[src/hdl/clp_pkg.sv]
// clp_pkg: shared constants, request/result types and helpers for the
// cache line liveness profiler. No dependencies.
package clp_pkg;

    localparam int unsigned SET_COUNT  = 256;
    localparam int unsigned WAY_COUNT  = 8;
    localparam int unsigned TIME_BITS  = 48;
    localparam int unsigned LINE_COUNT = SET_COUNT * WAY_COUNT;
    localparam int unsigned LINE_AW    = (LINE_COUNT > 1) ? $clog2(LINE_COUNT) : 1;

    localparam int unsigned NUM_EVENTS = 7;
    localparam int unsigned NUM_BINS   = 7;

    localparam logic [4:0] SEL_EVT_LAST = 5'd6;
    localparam logic [4:0] SEL_RD_FIRST = 5'd7;
    localparam logic [4:0] SEL_RD_LAST  = 5'd13;
    localparam logic [4:0] SEL_WB_FIRST = 5'd14;
    localparam logic [4:0] SEL_WB_LAST  = 5'd20;

    localparam logic [7:0] COUNT_MAX = 8'hFF;

    typedef enum logic [2:0] {
        K_HIT,
        K_MISS,
        K_SEND_WB,
        K_RECV_WB,
        K_EVICT,
        K_INVAL,
        K_SUB_MISS,
        K_QUERY
    } t_kind;

    typedef logic [TIME_BITS-1:0] t_time;
    typedef logic [LINE_AW-1:0]   t_line_addr;

    typedef struct packed {
        logic       on;
        t_time      last_time;
        logic [7:0] reads;
        logic [7:0] writebacks;
    } t_line;

    typedef struct packed {
        logic [2:0]  kind;
        logic [7:0]  set_index;
        logic [2:0]  way;
        logic [47:0] now;
        logic [4:0]  stat_select;
    } t_request;

    typedef struct packed {
        logic [47:0] interval_cycles;
        logic        interval_counted_on;
        logic [63:0] cycles_on_total;
        logic [63:0] cycles_off_total;
        logic [63:0] cycles_off_from_start;
        logic [2:0]  read_bin;
        logic [2:0]  writeback_bin;
        logic        bins_valid;
        logic [31:0] stat_value;
        logic        bad_event;
    } t_result;

    typedef struct packed {
        logic       valid;
        logic       count_en;
        logic [2:0] kind;
        logic       add_en;
        logic       to_on;
        logic       from_start;
        t_time      interval;
        logic       evict;
        logic [2:0] rbin;
        logic [2:0] wbin;
        logic       query;
        logic [4:0] sel;
    } t_stat_cmd;

    function automatic logic [2:0] count_bin(input logic [7:0] c);
        logic [2:0] bin;
        if (c == 8'd0)        bin = 3'd0;
        else if (c == 8'd1)   bin = 3'd1;
        else if (c <= 8'd3)   bin = 3'd2;
        else if (c <= 8'd7)   bin = 3'd3;
        else if (c <= 8'd15)  bin = 3'd4;
        else if (c <= 8'd127) bin = 3'd5;
        else                  bin = 3'd6;
        return bin;
    endfunction

endpackage

[src/hdl/clp_stats.sv]
// clp_stats: cycle totals, event counters and read/writeback histograms,
// plus the query read mux. Uses clp_pkg.
module clp_stats (
    input  logic               i_clk,
    input  logic               i_rst_n,
    input  clp_pkg::t_stat_cmd i_cmd,
    output logic [63:0]        o_on_total,
    output logic [63:0]        o_off_total,
    output logic [63:0]        o_off_start,
    output logic [31:0]        o_stat_value
);
    import clp_pkg::*;

    logic [31:0] r_evt     [NUM_EVENTS];
    logic [31:0] r_rd_hist [NUM_BINS];
    logic [31:0] r_wb_hist [NUM_BINS];
    logic [63:0] r_on;
    logic [63:0] r_off;
    logic [63:0] r_start;
    logic [31:0] r_stat;

    logic [63:0] w_iv;
    logic [31:0] w_query;

    assign w_iv = 64'(i_cmd.interval);

    always_comb begin
        w_query = '0;
        if (i_cmd.sel <= SEL_EVT_LAST) begin
            w_query = r_evt[i_cmd.sel[2:0]];
        end else if (i_cmd.sel <= SEL_RD_LAST) begin
            w_query = r_rd_hist[3'(i_cmd.sel - SEL_RD_FIRST)];
        end else if (i_cmd.sel <= SEL_WB_LAST) begin
            w_query = r_wb_hist[3'(i_cmd.sel - SEL_WB_FIRST)];
        end
    end

    always_ff @(posedge i_clk) begin
        if (!i_rst_n) begin
            for (int i = 0; i < NUM_EVENTS; i++) begin
                r_evt[i] <= '0;
            end
            for (int i = 0; i < NUM_BINS; i++) begin
                r_rd_hist[i] <= '0;
                r_wb_hist[i] <= '0;
            end
            r_on    <= '0;
            r_off   <= '0;
            r_start <= '0;
            r_stat  <= '0;
        end else if (i_cmd.valid) begin
            for (int i = 0; i < NUM_EVENTS; i++) begin
                if (i_cmd.count_en && (i_cmd.kind == 3'(i))) begin
                    r_evt[i] <= r_evt[i] + 32'd1;
                end
            end
            for (int i = 0; i < NUM_BINS; i++) begin
                if (i_cmd.evict && (i_cmd.rbin == 3'(i))) begin
                    r_rd_hist[i] <= r_rd_hist[i] + 32'd1;
                end
                if (i_cmd.evict && (i_cmd.wbin == 3'(i))) begin
                    r_wb_hist[i] <= r_wb_hist[i] + 32'd1;
                end
            end
            if (i_cmd.add_en) begin
                if (i_cmd.to_on) begin
                    r_on <= r_on + w_iv;
                end else begin
                    r_off <= r_off + w_iv;
                end
                if (i_cmd.from_start) begin
                    r_start <= r_start + w_iv;
                end
            end
            r_stat <= i_cmd.query ? w_query : '0;
        end
    end

    assign o_on_total   = r_on;
    assign o_off_total  = r_off;
    assign o_off_start  = r_start;
    assign o_stat_value = r_stat;

endmodule

[config.mk]
export PLATFORM = sky130hd
export DESIGN_NAME = clp_stats
export DESIGN_NICKNAME = d
export VERILOG_FILES = /design/src/hdl/clp_pkg.sv /design/src/hdl/clp_stats.sv
export SDC_FILE = /design/constraint.sdc
export NUM_CORES = 2
export LEC_CHECK = 0
export BUFFER_PORTS_ARGS = -buffer_cell sky130_fd_sc_hd__buf_2
export CAP_MARGIN = 40
export CORE_MARGIN = 2
export CORE_UTILIZATION = 50
export DETAILED_ROUTE_END_ITERATION = 7
export MAX_ROUTING_LAYER = met4
export PLACE_DENSITY = 0.68
export SYNTH_ARGS = -nofsm -noshare
export SYNTH_HDL_FRONTEND = slang
export SYNTH_SLANG_ARGS = --single-unit
[constraint.sdc]
create_clock -name i_clk -period 7.6 [get_ports i_clk]
set_input_delay 0.76 -clock i_clk [delete_from_list [all_inputs] [get_ports i_clk]]
set_output_delay 0.76 -clock i_clk [all_outputs]
set_load 0.02 [all_outputs]
# [Word level (Yosys, flattened, before mapping)]
# Memory sizes are Yosys's and may differ from the RTL's.
# Cells that the tools add are included.
[op_classes] addsub=26 magnitude_cmp=3 n_eq_ne=18 muxes=110 n_bitwise=22 n_reduce_logical=27
[ops] op="32-bit two-way mux" count=25
[ops] op="32-bit by 1-bit adder with 32-bit output, second input constant" count=21
[ops] op="64-bit by 48-bit adder with 64-bit output" count=3
[ops] op="1-bit two-way mux" count=85
[ops] op="3-bit equality test, second input constant" count=9
[ops] op="1-bit logical AND" count=21
[ops] op="1-bit bitwise OR" count=21
[ops] op="3-bit by 2-bit equality test with 1-bit output, second input constant" count=6
[ops] op="3-bit by 1-bit equality test with 1-bit output, second input constant" count=3
[ops] op="3-bit zero test" count=3
[ops] op="3-bit AND reduction" count=3
[ops] op="3-bit subtractor, second input constant" count=2
[ops] op="5-bit by 3-bit <= comparator with 1-bit output, second input constant" count=1
[ops] op="5-bit by 4-bit <= comparator with 1-bit output, second input constant" count=1
[ops] op="5-bit <= comparator, second input constant" count=1
[ops] op="1-bit NOT" count=1
[word_totals] reg_bits=224 ram_bits=672 input_bits=71 out_inout_bits=224 elab_cells=213 n_memories=3
[memory_table] memory="r_evt" depth=7 width=32 rd=8 rd_ports_with_merged_regs=0 write_ports=7 line="clp_stats.sv:14" rtl="logic [31:0] r_evt [NUM_EVENTS];"
[memory_table] memory="r_rd_hist" depth=7 width=32 rd=8 rd_ports_with_merged_regs=0 write_ports=7 line="clp_stats.sv:15" rtl="logic [31:0] r_rd_hist [NUM_BINS];"
[memory_table] memory="r_wb_hist" depth=7 width=32 rd=8 rd_ports_with_merged_regs=0 write_ports=7 line="clp_stats.sv:16" rtl="logic [31:0] r_wb_hist [NUM_BINS];"

# [Depth between registers and ports, before layout]
[logic_depth] word_depth=7 mapped_depth=14 mapped_depth_nobuf=13

# [Worst setup path after synthesis]
# No wires, ideal clock.
[synth_path] path_type="input to register" from="input i_cmd[10] (netlist name)" to="memory r_rd_hist[0][0], enable pin" setup_ns=0.511 arrival_ns=4.361 required_time_ns=7.089 path_slack_ns=2.727 path_stages=2 path_buffers=1 cell_sequence="clkbuf_1 > o41ai_1"
[synth_lines] item="start, declared" line="clp_stats.sv:6" rtl="input clp_pkg::t_stat_cmd i_cmd,"
[synth_lines] item="end, declared" line="clp_stats.sv:15"

# [Final worst setup path]
[layout_path] from="register r_off[3], in the netlist o_off_total[3]" to="register r_off[63], in the netlist o_off_total[63]"
[layout_via] elab_chain_cells=1
[layout_lines] item="start, declared" line="clp_stats.sv:18" rtl="logic [63:0] r_off;"
[layout_lines] item="start signal, assigned" line="clp_stats.sv:69" rtl="r_off <= r_off + w_iv;"
[layout_lines] item="64-bit by 48-bit adder with 64-bit output" line="clp_stats.sv:69"
# No other way between the ends.
# A chain may end at the register's enable or synchronous reset.

==> impl_metrics.csv <==
group,metric,value,unit
placement,port_buffers,294,
cts,clock-sinks,896,
logic_synthesis,synthCells,6028,
critical_path,critPathCaptureType,"register",
logic_synthesis,synth-main-ff-cell,"edfxtp_1",
critical_path,r2r_slack,3660,ps
cts,cts_inserted_buffers,104,
route,drcViolationCount,0,
timing,tightest_slew,941,ps
critical_path,cp_cell_sequence,"ha_1, o21ai_1, o211a_1, nor4_1, nor3_1, o31ai_1, nand4_1, a31oi_2, or3b_1, xor2_1, nor2_1",
cts,tritoncts,"built",
logic_synthesis,synth_cell_types,87,
logic_synthesis,synth_top_area_cell,"edfxtp_1",
logic_synthesis,syn_area,56500,um2
die,design.die.area,116000,um2
logic_synthesis,synth-seq-cells,896,
finish,area_growth,11.5,%
cts,clock_path_buffers,3,
finish,nets,6451,
timing,fin_crit,3940,ps
timing,skew,32.8,ps
timing,max_freq,254,MHz
critical_path,worstSetupPathType,"reg2reg",
placement,hpwl,134000,um
logic_synthesis,synth_edf_count,672,
timing,maxSlewViolCount,0,
route,dr.pass1.iters,6,
placement,dp_cells,7599,
timing,rsz0062_at_grt,"false",
critical_path,r2r-end,"o_off_total[63]",
placement,place.gp.congestion,0.971,
route,vias_per_cell,6.10,
route,drt-total-wl,179000,um
die,die_h,340,um
cts,h-tree-depth,3,
die,start_util,50.3,%
logic_synthesis,synth.avg_cell_area,9.38,um2
logic_synthesis,yosys_warnings,0,
logic_synthesis,synth_area_leaders,"edfxtp_1 36%, dfxtp_1 7.9%, xor2_1 6.7%, nor2_1 5.7%, nand2_1 4.4%",
route,ant_nets,0,
critical_path,worst_ep_arrival_time,4490,ps
logic_synthesis,synth_top_cell_area_share,35.7,%
pwr,p_per_area,197,nW/um2
critical_path,cp_max_fo,8,
cts,root_buffer,"clkbuf_16",
timing,fin_setup_tns,0,ps
global_routing,grt_overflow_total,0,
die,io_pins,295,
timing,timing.final.crit_share,51.8,%
critical_path,slowest_delay,570,ps
finish,n_fill_cell,10100,
pwr,vdd_drop_max,205,uV
cts,clk_latency,710,ps
hold_path,min_path_cells,3,
global_routing,grt_pass1_vias,43600,
hold_path,hold_end,"o_off_total[61]",
timing,maxSlewHeadroom,36.9,%
die,core,112000,um2
global_routing,antenna_found_initial,6,
logic_synthesis,synth-seq-area-share,43.6,%
critical_path,rr_startpoint,"o_off_total[3]",
critical_path,cp_data_required_time,8150,ps
cts,hold_buffers,0,
finish,fin_util,56.1,%
die,fp.dieW,340,um
placement,post-place-ws,3210,ps
route,via_count,47600,
finish,fin_cells,7800,
route,drt_iter0_drc,5650,
timing,finalHoldViolCount,0,
cts,ctsResizeCount,0,
logic_synthesis,async_reset_ff_share,0,%
route,wl_per_cell,23.0,um
global_routing,grt_pass1_wl,268000,um
pwr,p_leak,23.4,nW
timing,fin_ws,3660,ps
critical_path,rr_worst_depth,11,
hold_path,hold_class,"in2reg",
timing,setup_viol,0,
global_routing,grt_max_degree,137,
global_routing,grt_use_total,30.9,%
cts,post_cts_buffers,0,
finish,drive_gt1_share,11.0,%
die,core.rowCount,123,
run,drv_cap,0,
run_status,status,"finished clean",
pwr,total_power,0.0124,W
critical_path,cp-start-kind,"register",
critical_path,critical-path-slowest-cell,"a31oi_2",
cts,clkTransAtPathRegs,60,ps
logic_synthesis,syn-num-nets,6272,
hold_path,hold_start,"i_rst_n",
## flip-flops by register name (all words and copies together) (netlist names)
signal	cells
o_off_total	64
r_evt	224
o_off_start	64
r_wb_hist	224
o_stat_value	32
r_rd_hist	224
o_on_total	64
## Yosys cell counts (14+ instances only)
| library cell | instances |
|---|---|
| inv_1 | 90 |
| o211ai_1 | 16 |
| o21ai_0 | 222 |
| o2111ai_1 | 34 |
| a211oi_1 | 97 |
| edfxtp_1 | 672 |
| ha_1 | 170 |
| nor2_1 | 853 |
| and3_1 | 204 |
| a31oi_1 | 23 |
| xor2_1 | 433 |
| a21o_1 | 86 |
| o21bai_1 | 34 |
| dfxtp_1 | 224 |
| clkbuf_1 | 241 |
| nand3_1 | 338 |
| nand4_1 | 125 |
| nand2b_1 | 60 |
| o21a_1 | 14 |
| a21oi_1 | 449 |
| xnor2_1 | 234 |
| mux2i_1 | 141 |
| o22ai_1 | 34 |
| or3_1 | 109 |
| nor3_1 | 48 |
| buf_1 | 36 |
| and2_1 | 39 |
| nor2b_1 | 29 |
| nand2_1 | 659 |
| mux4_2 | 96 |
| and4_1 | 39 |
## cells in the final DEF, fill, tap and decap left out, types with 24 or more instances in the layout
cell type	count
o2111ai_1	34
nand3_1	336
a21oi_1	449
clkbuf_1	24
nor2_1	852
mux4_2	96
nor3_1	48
buf_4	59
nand2_1	659
clkbuf_16	106
nor2b_1	29
nand2b_1	60
a211oi_1	96
or3_1	109
ha_1	168
and4_1	39
edfxtp_1	672
o21ai_0	213
o22ai_1	34
and2_1	39
inv_1	89
o21bai_1	34
mux2i_1	140
dfxtp_1	224
a21o_1	86
and3_1	202
xnor2_1	233
nand4_1	125
xor2_1	433
buf_2	293
## power breakdown
group / total [W] / internal [W] / switching [W]
Combinational: 0.00156 / 0.000560 / 0.000998
Clock: 0.00509 / 0.00292 / 0.00218
Sequential: 0.00576 / 0.00547 / 0.000288
## worst max-delay path, delay by kind of cell (launching register included)
kind | cells | cell delay (ps)
adder cells (fa/ha/maj) | 1 | 340
flip-flops | 1 | 340
XOR/XNOR | 1 | 140
AO/OA/AOI/OAI | 4 | 1500
AND/OR/NAND/NOR | 5 | 1440
## worst max path at each step
stage	start	to	slack, ps	cells after the start
global placement	i_cmd[1]	o_stat_value[2]	3170	9
finish	o_off_total[3]	o_off_total[63]	3660	11
global route	o_on_total[0]	o_on_total[62]	3490	12
detailed placement	i_cmd[13]	o_off_start[50]	3210	13
CTS	o_off_total[3]	o_off_total[63]	3760	11
floorplan	i_cmd[10]	r_rd_hist[0][0]	2730	2
## routing by layer
layer | part of all wire [%] | vias to the layer above | GRT usage, % | wire length [um]
li1 | - | 22200 | - | -
met2 | 43 | 2014 | 44.4 | 77500
met1 | 42 | 23100 | 42.1 | 75900
met5 | 0 | - | - | 0
met3 | 11 | 311 | 8.07 | 18900
met4 | 3.8 | 0 | 10.5 | 6860
## cells by family after synthesis
| family | synth area share, % |
|---|---|
| buf+inv | 2.62 |
| flops | 43.6 |
| xor+xnor | 10.3 |
| simple gates | 20.9 |
| mux | 6.32 |
| fa+ha+maj | 3.87 |
| compound gates | 12.3 |
## area by class of cell
cell class | count | area, um2 | share of cell area, %
antenna | 3 | 7.51 | 0.0119
clock buffer | 131 | 2760 | 4.37
clock inverter | 65 | 648 | 1.03
inverter | 91 | 349 | 0.554
multi-input combinational | 4748 | 30500 | 48.5
sequential | 896 | 24700 | 39.1
tap | 1500 | 1880 | 2.98
timing repair buffer | 366 | 2170 | 3.45
## through the flow
| stage | hold slack (ps) | instance area (um2) |
|---|---|---|
| final | 433 | 63000 |
| after global routing | 420 | 63000 |
| after CTS | 400 | 63000 |
| after detailed placement | 462 | 59600 |
| after global placement | 455 | 59300 |
| after floorplan | 538 | 56500 |
Power figures use the tool's default switching activity.
